<file path="config.mk">
export PLATFORM = sky130hd
export DESIGN_NAME = selective_repeat_arq_engine_unit
export DESIGN_NICKNAME = d
export VERILOG_FILES = /design/src/hdl/srq_pkg.sv /design/src/hdl/srq_ram.sv /design/src/hdl/selective_repeat_arq_engine_unit.sv
export SDC_FILE = /design/constraint.sdc
export NUM_CORES = 1
export LEC_CHECK = 0
export BUFFER_PORTS_ARGS = -buffer_cell sky130_fd_sc_hd__buf_4
export CAP_MARGIN = 20
export CORE_MARGIN = 2
export CORE_UTILIZATION = 62
export DETAILED_ROUTE_END_ITERATION = 16
export PLACE_DENSITY = 0.79
export SYNTH_ARGS = -nofsm -noshare
export SYNTH_HDL_FRONTEND = slang
export SYNTH_HIERARCHICAL = 1
export SYNTH_SLANG_ARGS = --single-unit
</file>
<file path="constraint.sdc">
create_clock -name clk -period 9.28 [get_ports clk]
set_input_delay 0.928 -clock clk [delete_from_list [all_inputs] [get_ports clk]]
set_output_delay 0.928 -clock clk [all_outputs]
set_load 0.05 [all_outputs]
</file>
<file path="src/hdl/srq_pkg.sv">
// ----------------------------------------------------------------------------
// srq_pkg: shared types and constants for the selective-repeat ARQ engine
// Field widths, commands, frame types, result kinds and the transmit-window entry layout.
// ----------------------------------------------------------------------------
`default_nettype none

package srq_pkg;

  localparam int SEQ_W  = 8;
  localparam int AGE_W  = 20;
  localparam int DATA_W = 32;

  localparam logic [AGE_W-1:0] AGE_MAX     = '1;
  localparam logic [AGE_W-1:0] TIMEOUT_RST = 20'd1000;

  // input commands
  localparam logic [1:0] CMD_FRAME = 2'd0;
  localparam logic [1:0] CMD_SEND  = 2'd1;
  localparam logic [1:0] CMD_TICK  = 2'd2;

  // received frame types
  localparam logic [1:0] FT_DATA = 2'd0;
  localparam logic [1:0] FT_ACK  = 2'd1;

  // result kinds
  localparam logic [1:0] KIND_SEND    = 2'd0;
  localparam logic [1:0] KIND_ACK     = 2'd1;
  localparam logic [1:0] KIND_DELIVER = 2'd2;
  localparam logic [1:0] KIND_REFUSE  = 2'd3;

  // one transmit-window entry as held in RAM
  typedef struct packed {
    logic              done;
    logic [SEQ_W-1:0]  tag;
    logic [AGE_W-1:0]  age;
    logic [DATA_W-1:0] pl;
  } tx_ent_t;

  // one result beat
  typedef struct packed {
    logic [1:0]        kind;
    logic [SEQ_W-1:0]  seq;
    logic [DATA_W-1:0] data;
    logic              resend;
  } res_t;

endpackage

`default_nettype wire

</file>
<file path="src/hdl/srq_ram.sv">
// ----------------------------------------------------------------------------
// srq_ram: generic simple dual-port RAM
// One write port, one read port with registered read data.
// ----------------------------------------------------------------------------
`default_nettype none

module srq_ram #(
  parameter int WIDTH = 32,
  parameter int DEPTH = 8,
  parameter int AW    = 3
) (
  input  wire logic             clk,
  input  wire logic             wr_en,
  input  wire logic [AW-1:0]    wr_addr,
  input  wire logic [WIDTH-1:0] wr_data,
  input  wire logic             rd_en,
  input  wire logic [AW-1:0]    rd_addr,
  output logic      [WIDTH-1:0] rd_data
);

  logic [WIDTH-1:0] mem [DEPTH];

  always_ff @(posedge clk) begin
    if (wr_en) begin
      mem[wr_addr] <= wr_data;
    end
    if (rd_en) begin
      rd_data <= mem[rd_addr];
    end
  end

endmodule

`default_nettype wire

</file>
<file path="src/hdl/selective_repeat_arq_engine_unit.sv">
// ----------------------------------------------------------------------------
// selective_repeat_arq_engine_unit: selective-repeat ARQ link engine
// Transmit and receive windows kept in RAM, walked by a sequencer.
// ----------------------------------------------------------------------------
// One input beat at a time. A tick or an ack reads, then writes back, each
// outstanding transmit entry through the single RAM port pair; an ack then
// retires finished entries from the head. A data frame marks the receive
// window slot by slot, then reads out each in-order frame for delivery.
// Results leave through a one-deep output register; one result is held back
// so that tlast can mark the final one of each input beat.
`default_nettype none

module selective_repeat_arq_engine_unit #(
  parameter int WINDOW      = 8,
  parameter int SEQ_MODULUS = 16
) (
  input  wire logic        clk,
  input  wire logic        rst_n,
  // config: retry_timeout
  input  wire logic        cfg_wr_en,
  input  wire logic [19:0] cfg_wr_data,
  // input stream
  input  wire logic        in_tvalid,
  output logic             in_tready,
  input  wire logic [1:0]  in_tuser,   // command
  input  wire logic [47:0] in_tdata,   // frame_type, frame_seq, crc_good, payload
  // result stream
  output logic             out_tvalid,
  input  wire logic        out_tready,
  output logic [1:0]       out_tuser,  // kind
  output logic [47:0]      out_tdata,  // seq, data, resend
  output logic             out_tlast   // last
);
  import srq_pkg::*;

  localparam int IW   = (WINDOW > 1) ? $clog2(WINDOW) : 1;
  localparam int CW   = $clog2(WINDOW + 1);
  localparam int SUMW = CW + 1;
  localparam logic [IW-1:0]    SLOT_LAST = IW'(WINDOW - 1);
  localparam logic [CW-1:0]    CNT_FULL  = CW'(WINDOW);
  localparam logic [SEQ_W-1:0] SEQ_LAST  = SEQ_W'(SEQ_MODULUS - 1);
  localparam logic [SEQ_W-1:0] SEQ_ONE   = SEQ_W'(1 % SEQ_MODULUS);

  typedef enum logic [3:0] {
    S_IDLE, S_DISP, S_RX_MARK, S_RX_DRD, S_RX_DOUT, S_ACK_RD, S_ACK_WR,
    S_PR_RD, S_PR_CHK, S_TK_RD, S_TK_WR, S_FIN
  } state_t;

  state_t              state_r;
  logic [AGE_W-1:0]    timeout_r;
  logic [1:0]          cmd_r;
  logic [1:0]          ftype_r;
  logic [SEQ_W-1:0]    fseq_r;
  logic                crc_r;
  logic [DATA_W-1:0]   pl_r;
  logic [IW-1:0]       tx_head_r;
  logic [CW-1:0]       tx_count_r;
  logic [SEQ_W-1:0]    next_seq_r;
  logic [IW-1:0]       rx_head_r;
  logic [SEQ_W-1:0]    rx_base_r;
  logic [WINDOW-1:0]   rx_got_r;
  logic [CW-1:0]       idx_r;
  logic [IW-1:0]       slot_r;
  logic [SEQ_W-1:0]    scan_seq_r;
  logic                pend_v_r;
  res_t                pend_r;
  logic                out_v_r;
  res_t                out_r;
  logic                out_last_r;

  // RAM ports
  logic                tx_we, tx_re, rx_we, rx_re;
  logic [IW-1:0]       tx_waddr, tx_raddr, rx_raddr;
  tx_ent_t             tx_wdata, tx_rdata;
  logic [DATA_W-1:0]   rx_rdata;

  // result production
  logic                prod_req, prod_ok, can_emit;
  res_t                prod;

  // helpers
  logic [IW-1:0]       slot_inc, tx_head_inc, rx_head_inc;
  logic [SEQ_W-1:0]    scan_seq_inc, next_seq_inc, rx_base_inc;
  logic [SUMW-1:0]     tail_sum;
  logic [IW-1:0]       tail_slot;
  logic                idx_end;
  logic [AGE_W-1:0]    age_inc;
  logic                rx_hit, ack_hit, tk_fire;

  assign slot_inc     = (slot_r == SLOT_LAST) ? '0 : slot_r + 1'b1;
  assign tx_head_inc  = (tx_head_r == SLOT_LAST) ? '0 : tx_head_r + 1'b1;
  assign rx_head_inc  = (rx_head_r == SLOT_LAST) ? '0 : rx_head_r + 1'b1;
  assign scan_seq_inc = (scan_seq_r == SEQ_LAST) ? '0 : scan_seq_r + 1'b1;
  assign next_seq_inc = (next_seq_r == SEQ_LAST) ? '0 : next_seq_r + 1'b1;
  assign rx_base_inc  = (rx_base_r == SEQ_LAST) ? '0 : rx_base_r + 1'b1;
  assign tail_sum     = SUMW'(tx_head_r) + SUMW'(tx_count_r);
  assign tail_slot    = (tail_sum >= SUMW'(WINDOW)) ? IW'(tail_sum - SUMW'(WINDOW))
                                                    : IW'(tail_sum);
  assign idx_end      = (idx_r + 1'b1 == tx_count_r);
  assign age_inc      = (tx_rdata.age == AGE_MAX) ? tx_rdata.age : tx_rdata.age + 1'b1;
  assign rx_hit       = (scan_seq_r == fseq_r) && !rx_got_r[slot_r];
  assign ack_hit      = (tx_rdata.tag == fseq_r) && !tx_rdata.done;
  assign tk_fire      = !tx_rdata.done && (age_inc > timeout_r);

  assign can_emit  = !out_v_r || out_tready;
  assign prod_ok   = !pend_v_r || can_emit;
  assign in_tready = (state_r == S_IDLE);

  // RAM access and result requests per state
  always_comb begin
    tx_we    = 1'b0;
    tx_waddr = slot_r;
    tx_wdata = tx_rdata;
    tx_re    = 1'b0;
    tx_raddr = slot_r;
    rx_we    = 1'b0;
    rx_re    = 1'b0;
    rx_raddr = rx_head_r;
    prod_req = 1'b0;
    prod     = '0;
    case (state_r)
      S_DISP: begin
        if (cmd_r == CMD_FRAME && crc_r && ftype_r == FT_DATA) begin
          prod_req  = 1'b1;
          prod.kind = KIND_ACK;
          prod.seq  = fseq_r;
        end else if (cmd_r == CMD_SEND) begin
          prod_req = 1'b1;
          if (tx_count_r >= CNT_FULL) begin
            prod.kind = KIND_REFUSE;
          end else begin
            prod.kind     = KIND_SEND;
            prod.seq      = next_seq_r;
            prod.data     = pl_r;
            tx_we         = 1'b1;
            tx_waddr      = tail_slot;
            tx_wdata.done = 1'b0;
            tx_wdata.tag  = next_seq_r;
            tx_wdata.age  = '0;
            tx_wdata.pl   = pl_r;
          end
        end
      end
      S_RX_MARK: rx_we = rx_hit;
      S_RX_DRD:  rx_re = rx_got_r[rx_head_r];
      S_RX_DOUT: begin
        prod_req  = 1'b1;
        prod.kind = KIND_DELIVER;
        prod.seq  = rx_base_r;
        prod.data = rx_rdata;
      end
      S_ACK_RD, S_TK_RD: tx_re = 1'b1;
      S_ACK_WR: begin
        tx_we         = ack_hit;
        tx_wdata.done = 1'b1;
      end
      S_PR_RD: begin
        tx_re    = (tx_count_r != '0);
        tx_raddr = tx_head_r;
      end
      S_TK_WR: begin
        tx_we        = !tx_rdata.done && (!tk_fire || prod_ok);
        tx_wdata.age = tk_fire ? '0 : age_inc;
        if (tk_fire) begin
          prod_req    = 1'b1;
          prod.kind   = KIND_SEND;
          prod.seq    = tx_rdata.tag;
          prod.data   = tx_rdata.pl;
          prod.resend = 1'b1;
        end
      end
      default: ;
    endcase
  end

  srq_ram #(.WIDTH($bits(tx_ent_t)), .DEPTH(WINDOW), .AW(IW)) u_tx_ram (
    .clk(clk), .wr_en(tx_we), .wr_addr(tx_waddr), .wr_data(tx_wdata),
    .rd_en(tx_re), .rd_addr(tx_raddr), .rd_data(tx_rdata)
  );

  srq_ram #(.WIDTH(DATA_W), .DEPTH(WINDOW), .AW(IW)) u_rx_ram (
    .clk(clk), .wr_en(rx_we), .wr_addr(slot_r), .wr_data(pl_r),
    .rd_en(rx_re), .rd_addr(rx_raddr), .rd_data(rx_rdata)
  );

  // sequencer, window state and output register
  always_ff @(posedge clk) begin
    if (!rst_n) begin
      state_r    <= S_IDLE;
      timeout_r  <= TIMEOUT_RST;
      tx_head_r  <= '0;
      tx_count_r <= '0;
      next_seq_r <= SEQ_ONE;
      rx_head_r  <= '0;
      rx_base_r  <= SEQ_ONE;
      rx_got_r   <= '0;
      pend_v_r   <= 1'b0;
      out_v_r    <= 1'b0;
    end else begin
      if (cfg_wr_en) begin
        timeout_r <= cfg_wr_data;
      end

      // output register: held-back result moves out when a new one arrives
      if (out_v_r && out_tready) begin
        out_v_r <= 1'b0;
      end
      if (prod_req && prod_ok) begin
        pend_v_r <= 1'b1;
        pend_r   <= prod;
        if (pend_v_r) begin
          out_v_r    <= 1'b1;
          out_r      <= pend_r;
          out_last_r <= 1'b0;
        end
      end

      case (state_r)
        S_IDLE: begin
          if (in_tvalid) begin
            cmd_r   <= in_tuser;
            ftype_r <= in_tdata[1:0];
            fseq_r  <= in_tdata[9:2];
            crc_r   <= in_tdata[10];
            pl_r    <= in_tdata[42:11];
            state_r <= S_DISP;
          end
        end
        S_DISP: begin
          idx_r      <= '0;
          slot_r     <= tx_head_r;
          scan_seq_r <= rx_base_r;
          state_r    <= S_FIN;
          case (cmd_r)
            CMD_FRAME: begin
              if (crc_r && ftype_r == FT_DATA) begin
                slot_r  <= rx_head_r;
                state_r <= S_RX_MARK;
              end else if (crc_r && ftype_r == FT_ACK) begin
                state_r <= (tx_count_r != '0) ? S_ACK_RD : S_FIN;
              end
            end
            CMD_SEND: begin
              if (tx_count_r < CNT_FULL) begin
                tx_count_r <= tx_count_r + 1'b1;
                next_seq_r <= next_seq_inc;
              end
            end
            CMD_TICK: state_r <= (tx_count_r != '0) ? S_TK_RD : S_FIN;
            default: ;
          endcase
        end
        S_RX_MARK: begin
          if (rx_hit) begin
            rx_got_r[slot_r] <= 1'b1;
          end
          idx_r      <= idx_r + 1'b1;
          slot_r     <= slot_inc;
          scan_seq_r <= scan_seq_inc;
          if (idx_r == CW'(WINDOW - 1)) begin
            state_r <= S_RX_DRD;
          end
        end
        S_RX_DRD: state_r <= rx_got_r[rx_head_r] ? S_RX_DOUT : S_FIN;
        S_RX_DOUT: begin
          if (prod_ok) begin
            rx_got_r[rx_head_r] <= 1'b0;
            rx_head_r <= rx_head_inc;
            rx_base_r <= rx_base_inc;
            state_r   <= S_RX_DRD;
          end
        end
        S_ACK_RD: state_r <= S_ACK_WR;
        S_ACK_WR: begin
          idx_r   <= idx_r + 1'b1;
          slot_r  <= slot_inc;
          state_r <= idx_end ? S_PR_RD : S_ACK_RD;
        end
        S_PR_RD: state_r <= (tx_count_r != '0) ? S_PR_CHK : S_FIN;
        S_PR_CHK: begin
          if (tx_rdata.done) begin
            tx_head_r  <= tx_head_inc;
            tx_count_r <= tx_count_r - 1'b1;
            state_r    <= S_PR_RD;
          end else begin
            state_r <= S_FIN;
          end
        end
        S_TK_RD: state_r <= S_TK_WR;
        S_TK_WR: begin
          if (!tk_fire || prod_ok) begin
            idx_r   <= idx_r + 1'b1;
            slot_r  <= slot_inc;
            state_r <= idx_end ? S_FIN : S_TK_RD;
          end
        end
        S_FIN: begin
          if (!pend_v_r) begin
            state_r <= S_IDLE;
          end else if (can_emit) begin
            out_v_r    <= 1'b1;
            out_r      <= pend_r;
            out_last_r <= 1'b1;
            pend_v_r   <= 1'b0;
            state_r    <= S_IDLE;
          end
        end
        default: state_r <= S_IDLE;
      endcase
    end
  end

  assign out_tvalid = out_v_r;
  assign out_tuser  = out_r.kind;
  assign out_tdata  = {7'b0, out_r.resend, out_r.data, out_r.seq};
  assign out_tlast  = out_last_r;

  // checks
  a_count_bound: assert property (@(posedge clk) disable iff (!rst_n)
    tx_count_r <= CNT_FULL) else $error("transmit count beyond window");
  a_accept_busy: assert property (@(posedge clk) disable iff (!rst_n)
    in_tvalid && in_tready |=> state_r == S_DISP) else $error("beat not dispatched");
  a_base_range: assert property (@(posedge clk) disable iff (!rst_n)
    rx_base_r <= SEQ_LAST && next_seq_r <= SEQ_LAST) else $error("sequence out of range");
  a_idle_clean: assert property (@(posedge clk) disable iff (!rst_n)
    state_r == S_IDLE |-> !pend_v_r) else $error("held result left behind");

endmodule

`default_nettype wire
</file>
== Word-level counts from Yosys, hierarchy flattened ==
Memories as Yosys holds them, arrays and structs flattened. A register that Yosys moved wholly into a read port is not among the register bits.
Cells that the tools add are included.
Word-level totals
  output and inout bits: 53
  memories kept: 2
  RAM bits: 744
  input bits: 75
  register bits after elaboration: 207
Operators by class
  reductions and logical operators: 40
  $lt $le $gt $ge: 8
  bitwise operators: 3
  muxes and demuxes: 102
  equal/unequal tests: 34
  add/subtract/negate cells: 12
Memory list
  u_tx_ram.mem: words 8, bits a word 61, rd ports 1, clocked after memory_dff 1, wr ports 1, line srq_ram.sv:21  | logic [WIDTH-1:0] mem [DEPTH];
  u_rx_ram.mem: words 8, bits a word 32, rd ports 1, clocked after memory_dff 1, wr ports 1, line srq_ram.sv:21
Operators with widths (count)
  $mux 43: 5
  $mux 61: 3
  $pmux 42 s3: 1
  $mux 32: 2
  $mux 4: 15
  $mux 8: 6
  $pmux 4 s12: 1
  $mux 42: 1
  $mux 41: 1
  $mux 20: 2
  $mux 40: 1
  $pmux 20 s2: 1
  $mux 3: 12
  $pmux 8 s2: 2
  $mux 1: 31
  $add 8x1->8 const B: 3
  $eq 8x4->1 const B: 3
  $add 20x1->20 const B: 1
  $eq 20x20->1 const B: 1
  $eq 4x3->1 const B: 5
  $gt 20x20->1: 1
  $eq 4x4->1 const B: 4
  $eq 8x8->1: 2
  $pmux 4 s2: 2
  43 further kinds: 93

== Depth between registers and ports, before layout ==
Gate-level depths: netlist of the first run.
  depth after elaboration: 11
  depth in mapped cells: 17

== Cells and area by module ==
Netlist of the first run, hierarchy kept.
By module, submodules not included
  srq_ram at u_tx_ram: cells each 780, seq. area each 16485.8 sq um, times used 1, area an instance 20194.4 sq um
  selective_repeat_arq_engine_unit: cells each 1140, seq. area each 5615.4 sq um, times used 1, area an instance 11192.0 sq um
  srq_ram at u_rx_ram: cells each 415, seq. area each 8648.3 sq um, times used 1, area an instance 10786.6 sq um

== Worst setup path before layout of the first run ==
Ideal clock, no wire load.
  kind: register -> register
  from: register u_tx_ram.rd_data[42], read port of u_tx_ram.mem
  to: memory u_tx_ram/mem[4][0] in the netlist's numbering, enable pin
  arrival time: 7.422 ns
  setup slack: 1.303 ns
  stages on the path, launching flop included: 17
  library setup time: 0.555 ns
  path through: edfxtp_1 > buf_2 > and4_1 > nand2_1 > nor4_2 > a21oi_1 > and2_1 > xor2_1 > ha_1 > a21oi_1 > o21ai_0 > a22oi_1 > and4b_1 > nor3_1 > o41ai_1 > nand2_1 > nor3_1
Between the ends
  word-level cells in the longest chain between the ends: 10
  elaborated cells between the ends (all ways): 11
RTL lines
  start, declared: line srq_ram.sv:18  | output logic [WIDTH-1:0] rd_data
  $add 20x1->20 / $eq 20x20->1 (equally long branches): line selective_repeat_arq_engine_unit.sv:100  | assign age_inc = (tx_rdata.age == AGE_MAX) ? tx_rdata.age : tx_rdata.age + 1'b1;
  $mux 20 *: line selective_repeat_arq_engine_unit.sv:100
  $gt 20x20->1 *: line selective_repeat_arq_engine_unit.sv:103  | assign tk_fire = !tx_rdata.done && (age_inc > timeout_r);
  $logic_and 1x1->1 *: line selective_repeat_arq_engine_unit.sv:103
  $logic_not 1->1 *: line selective_repeat_arq_engine_unit.sv:162  | tx_we = !tx_rdata.done && (!tk_fire || prod_ok);
  $logic_or 1x1->1 *: line selective_repeat_arq_engine_unit.sv:162
  $logic_and 1x1->1 *: line selective_repeat_arq_engine_unit.sv:162
  $pmux 1 s3 *: line selective_repeat_arq_engine_unit.sv:121  | case (state_r)
  net tx_we: line selective_repeat_arq_engine_unit.sv:72  | logic tx_we, tx_re, rx_we, rx_re;
  $mux 1 *: line srq_ram.sv:24  | if (wr_en) begin
  $mux 1 (not written as such) *: line srq_ram.sv:25  | mem[wr_addr] <= wr_data;
  end, declared: line srq_ram.sv:21
Mark *: on every way through the listed nets, which the timed path passes. The rest lies on a longest branch.

== Worst setup path in the final report of the first run ==
  from: register u_tx_ram.rd_data[42], read port of u_tx_ram.mem
  to: memory u_tx_ram/mem[1][54] in the netlist's numbering, enable pin
Same word-level chain as after synthesis.

==> flow_metrics.tcl, run 1 <==
set metrics [dict create \
    fin_skew_ns 0.0433 \
    power.density_mw_per_mm2 241 \
    async_reset_ff_frac 0 \
    hold_class "in2reg" \
    slew_violations 0 \
    synth.top_cells.by_area "edfxtp_1, mux4_2, mux2_2, dfxtp_1, nand2_1" \
    areaGrowthSynthToFinish_pct 12.2 \
    synth-seq-area-share 0.729 \
    insertion_delay_ns 0.68 \
    htreeDepth 3 \
    cts_buffer_depth 3 \
    clk_pin_slew_worst_paths_ns 0.06 \
    crit_fanout 34 \
    cp_cell_sequence "and4_1, nand2_1, nor3_1, nor4bb_1, nor2_1, ha_1, nand4_1, nor4_1, a21oi_1, nand2_1, nor3_1, o41ai_1, nand2b_1, nor2_4, buf_4" \
    synth_edf_count 984 \
    r2r_slack_ns 2.79 \
    netlist_area_mm2 0.0422 \
    grt_pass1_wl_mm 141 \
    crit_type "reg2reg" \
    first_pass_iters 8 \
    io_buffers 115 \
    slowest_stage "nor2_4" \
    hold_viol 0 \
    die-area_mm2 0.0701 \
    grt_pass1_vias 22800 \
    worstReg2RegEnd "u_tx_ram/mem[1][54]" \
    status "complete, no violations" \
    cpLargestDelayFamily "simple AND/OR/NAND/NOR gates" \
    min_period_over_period 0.700 \
    worst_ep_required_time_ns 9.55 \
    clock-root-buffer "clkbuf_16" \
    routed_wl_mm 93.0 \
    chipHeight_um 265 \
    cts_hold_buffers 0 \
    drtIter0Drc 2441 \
    fp.coreArea_mm2 0.0673 \
    arrival_ns 6.77 \
    rsz0062_at_grt "no" \
    min_path_cells 1 \
    grt_start_max_net_pins 75 \
    tritoncts "yes" \
    fin_cells 3446 \
    clock.fmax_mhz 154 \
    drive_gt1_frac 0.247 \
    dpl.hpwl_mm 51.0 \
    crit_buf_inv 1 \
    netlist.area_leader.share 0.701 \
    grt_usage 0.269 \
    vias 22300 \
    final_nets 2595 \
    hold_start "in_tdata[23]" \
    cp.depth 15 \
    critPathLaunchType "flip-flop" \
    setup_violations 0 \
    period_needed_ns 6.49 \
    min_to "pl_r[12]" \
    synth-seq-cells 1044 \
    crit_path_end_kind "flip-flop" \
    drc 0 \
    ys_types 67 \
    rr_worst_depth 15 \
    synth-warning-count 6 \
    worst_slew_pin_slew_ns 1.14 \
    r2r-start "u_tx_ram/rd_data[42]" \
    cpPeakStageDelay_ns 0.91 \
    yosys_most_used_dff "edfxtp_1" \
    placedCellCount 3251 \
    viasPerCell 6.47 \
    cts_sinks 1044 \
    grt_antenna_before_repair 0 \
    peakVddDrop_uv 198 \
    overflow 0 \
    row_count 95 \
    yosys.area.top_type "edfxtp_1" \
    ant_nets 0 \
    cts_resized 0 \
    io_pins 128 \
    cts_buffers 102 \
    wl_per_cell_um 27.0 \
    die_x_um 265 \
    syn_inst 2335 \
    fin_setup_tns_ns 0 \
    gp_congestion 0.894 \
    post-cts-setup-buffer-count 0 \
    drv_cap 0 \
    slew_headroom 0.241 \
    avgSynthCellArea_um2 18.1 \
    start_util 0.627 \
    leakage_nw 15.7 \
    insertedDiodeCount 0 \
]
logic make-up after synthesis:
group / share of synthesized area
compound gates: 0.0261
fa+ha+maj: 0.0110
mux: 0.147
flops: 0.729
xor+xnor: 0.0120
other cells: 0.0000889
simple gates: 0.0563
buf+inv: 0.0183
Yosys cell counts (all sizes together) (3+ instances only):
cell and count:
mux4 190, o211ai 7, nand2 286, a211oi 3
dfxtp 60, xnor2 36, edfxtp 984, o21ai 33
o22ai 3, nand3 54, a21o 6, a21oi 57
a41oi 3, mux2 142, mux2i 17, a31oi 15
nand4 10, and2 6, clkbuf 49, nor4 9
and3 8, nor2 74, buf 67, nand2b 23
nand3b 5, or3 5, o31ai 4, a22o 6
nor2b 8, inv 31, ha 34, a22oi 21
o21a 5, nor3 19, and4 4, xor2 22
layout make-up:
type / count / area [µm²]
clock buffer: 137 / 2830
clock inverter: 56 / 488
fill: 3953 / 20000
inverter: 31 / 116
multi-input combinational: 1150 / 10800
sequential: 1044 / 30800
tap: 873 / 1090
timing repair buffer: 155 / 1180
flip-flops by register name, indices dropped and copies added (netlist names), 8 cells and up:
signal / cells
u_tx_ram/rd_data: 61
rx_base_r: 8
out_tdata: 41
u_rx_ram/mem: 256
fseq_r: 8
timeout_r: 20
pend_r: 43
next_seq_r: 8
u_rx_ram/rd_data: 32
rx_got_r: 8
pl_r: 32
u_tx_ram/mem: 488
scan_seq_r: 8
cells in the final DEF, fill, tap and decap left out, drive strengths merged, types with 5 or more instances in the layout:
cell	instances
edfxtp	984
nand2	286
mux4	190
buf	155
mux2	142
clkbuf	137
nor2	74
dfxtp	60
a21oi	57
nand3	54
clkinv	45
xnor2	36
ha	34
inv	34
o21ai	33
nand2b	23
xor2	22
a22oi	21
nor3	19
mux2i	17
a31oi	15
nand4	10
nor4	9
nor2b	8
and3	8
o211ai	7
conb	7
a21o	6
a22o	6
bufinv	6
and2	6
o21a	5
nand3b	5
or3	5
worst max path at each step:
stage | start | to | slack [ns]
finish | u_tx_ram/rd_data[42] | u_tx_ram/mem[1][54] | 2.79
global route | u_tx_ram/rd_data[42] | u_tx_ram/mem[1][54] | 2.26
CTS | u_tx_ram/rd_data[42] | u_tx_ram/mem[2][59] | 2.88
detailed placement | u_tx_ram/rd_data[42] | u_tx_ram/mem[2][40] | 2.96
global placement | u_tx_ram/rd_data[42] | u_tx_ram/mem[1][27] | 3.09
floorplan | u_tx_ram/rd_data[42] | u_tx_ram/mem[4][0] | 1.30
routing by layer:
| layer | routed length, µm | global-route usage | part of all wire | vias up |
|---|---|---|---|---|
| met2 | 46900 | 0.450 | 0.50 | 1144 |
| li1 | - | - | - | 9531 |
| met1 | 36400 | 0.370 | 0.39 | 11500 |
| met5 | 0 | 0 | 0 | - |
| met4 | 2260 | 0.0851 | 0.024 | 0 |
| met3 | 7390 | 0.0416 | 0.079 | 147 |
where the power goes:
part           internal [mW]  leakage, nW  total [mW]  switching (mW)
clock                   2.31         1.63        4.06            1.75
combinational          0.628         4.63        1.55           0.923
sequential              5.58         9.41        5.78           0.199
metrics by stage:
stage / cell area [µm²] / utilization / hold WS (ns) / setup slack [ns] / total power [mW]
4_1_cts: 47300 / 0.703 / 0.407 / 2.88 / 11.4
3_3_place_gp: 44000 / 0.653 / 0.464 / 3.09 / 7.31
5_1_grt: 47300 / 0.703 / 0.419 / 2.26 / 11.8
3_5_place_dp: 44000 / 0.653 / 0.484 / 2.96 / 7.39
2_1_floorplan: 42200 / - / 0.451 / 1.30 / 6.94
6_report: 47300 / 0.703 / 0.428 / 2.79 / 11.4
(Power assumes the default switching activity.)
==> run 2: changes to the inputs <==
==> constraint.sdc (replaced) <==
create_clock -name clk -period 6.6 [get_ports clk]
set_input_delay 0.66 -clock clk [delete_from_list [all_inputs] [get_ports clk]]
set_output_delay 0.66 -clock clk [all_outputs]
set_load 0.05 [all_outputs]
==> flow_metrics.tcl, run 2 (synthesis results as in run 1) <==
set metrics [dict create \
    crit_buf_inv 1 \
    largest-register "u_tx_ram/mem" \
    worstReg2RegEnd "u_tx_ram/mem[1][19]" \
    cts_buffer_depth 3 \
    insertedDiodeCount 0 \
    slew_headroom 0.251 \
    chipHeight_um 265 \
    critPathLaunchType "flip-flop" \
    die-area_mm2 0.0701 \
    hold_class "in2reg" \
    grtUsageMet3 0.0596 \
    overflow 0 \
    setup_violations 0 \
    cpLargestDelayFamily "simple AND/OR/NAND/NOR gates" \
    fin_ws_ns 0.384 \
    grt_antenna_before_repair 0 \
    power_frac_comb 0.137 \
    arrival_ns 6.57 \
    gp_congestion 0.883 \
    rsz0062_at_grt "no" \
    start_util 0.627 \
    multi_input_area_mm2 0.0109 \
    wl_per_cell_um 27.7 \
    crit_type "reg2reg" \
    io_buffers 115 \
    final_common_cell "edfxtp_1" \
    cts_hold_buffers 0 \
    min_period_over_period 0.942 \
    swShare 0.251 \
    cts_sinks 1044 \
    drive_gt1_frac 0.246 \
    first_pass_iters 5 \
    pwr-share-seq 0.505 \
    cts_buffers 100 \
    fin_setup_tns_ns 0 \
    tritoncts "yes" \
    io_pins 128 \
    slew_violations 0 \
    drtIter0Drc 2717 \
    insertion_delay_ns 0.68 \
    peakVddDrop_uv 196 \
    die_x_um 265 \
    status "complete, no violations" \
    pwr-share-clk 0.357 \
    ant_nets 0 \
    power.density_mw_per_mm2 339 \
    r2r-start "u_tx_ram/rd_data[42]" \
    use_met1 0.374 \
    row_count 95 \
    clock-root-buffer "clkbuf_16" \
    grt_pass1_vias 23200 \
    worst_slew_pin_slew_ns 1.12 \
    cp_cell_sequence "and4_1, nand2_1, nor3_1, nor4bb_1, nor2_1, ha_1, nand4_1, nor4_1, a21oi_1, nand2_1, nor3_1, o41ai_1, nand2b_1, nor2_4, buf_4" \
    grt_busiest_layer "met2" \
    grt_util_met2 0.457 \
    top_regs "u_tx_ram/mem: 488 flops, u_rx_ram/mem: 256 flops, u_tx_ram/rd_data: 61 flops" \
    vias 22400 \
    grt_pass1_wl_mm 144 \
    final_nets 2597 \
    crit_path_end_kind "flip-flop" \
    hold_viol 0 \
    rr_worst_depth 15 \
    p_int_mw 12.0 \
    drv_cap 0 \
    worst_ep_required_time_ns 6.95 \
    pre_cts_slack_ns 0.670 \
    r2r_slack_ns 0.38 \
    crit_fanout 17 \
    min_to "pl_r[17]" \
    cts_resized 0 \
    dpl.hpwl_mm 51.8 \
    slowest_stage "nor2_4" \
    grt_start_max_net_pins 82 \
    fin_skew_ns 0.0365 \
    fin_util 0.704 \
    leakage_nw 15.7 \
    areaGrowthSynthToFinish_pct 12.4 \
    hold_start "in_tdata[28]" \
    largest_reg_flops 488 \
    routed_wl_mm 95.3 \
    cpPeakStageDelay_ns 0.76 \
    fillerInstances 3886 \
    min_path_cells 1 \
    seqCellArea_mm2 0.0308 \
    clk_pin_slew_worst_paths_ns 0.06 \
    switchingPower_mw 4.03 \
    clock.fmax_mhz 161 \
    viasPerCell 6.51 \
    post-cts-setup-buffer-count 0 \
    grt_usage 0.277 \
    htreeDepth 3 \
    fp.coreArea_mm2 0.0673 \
    drc 0 \
    final_cell_mix "edfxtp_1, nand2_1, buf_4, mux4_2, mux2_2" \
    period_needed_ns 6.22 \
]
run 2: cell count changes in the layout (fill, tap and decap cells not counted):
cell and change:
buf_12 +8, nor3_2 -2, clkinvlp_4 +5, clkbuf_16 -2, buf_16 -1, clkinv_8 -3, buf_4 -2, clkinv_2 -4
clkbuf_8 -9, bufinv_16 +6, nor3_4 +2, buf_2 -1, clkinv_1 -3
run 2: layout make-up:
type	count	share of cell area
multi-input cells	1150	0.229
inverters	31	0.00246
clock inverters	57	0.0132
well taps	873	0.0231
repair buffers	159	0.0273
clock buffers	126	0.0560
flip-flops and latches	1044	0.649
run 2: power groups by stage:
stage	Clock (mW)	Combinational, mW	Sequential, mW
after floorplan	0	1.57	8.19
after global placement	0	2.08	8.22
after detailed placement	0	2.16	8.25
after CTS	5.82	2.20	8.12
after global routing	6.06	2.37	8.16
final	5.75	2.20	8.12
run 2: per-layer routing:
metal,vias to the layer above,part of all wire
met1,11500,0.38
met3,202,0.091
met4,0,0.029
met2,1234,0.50
met5,-,0
li1,9512,-
run 2: how the worst max path moves through the flow:
stage,startpoint,endpoint,slack [ns],cells after the start
after floorplan,u_tx_ram/rd_data[42],u_tx_ram/mem[6][0],0.26,16
after CTS,u_tx_ram/rd_data[42],u_tx_ram/mem[1][19],0.56,15
after detailed placement,u_tx_ram/rd_data[42],u_tx_ram/mem[1][9],0.67,15
after global placement,u_tx_ram/rd_data[42],u_tx_ram/mem[1][5],1.02,16
final,u_tx_ram/rd_data[42],u_tx_ram/mem[1][19],0.38,15
after global routing,u_tx_ram/rd_data[42],u_tx_ram/mem[1][19],0.09,15
run 2: per-stage QoR:
stage	total power, mW	std cells	area, µm²	hold slack, ns
3_5_place_dp	10.4	3257	44100	0.481
2_1_floorplan	9.76	2341	42200	0.451
6_report	16.1	3440	47400	0.163
5_1_grt	16.6	3440	47400	0.144
4_1_cts	16.1	3440	47400	0.140
3_3_place_gp	10.3	3257	44100	0.460
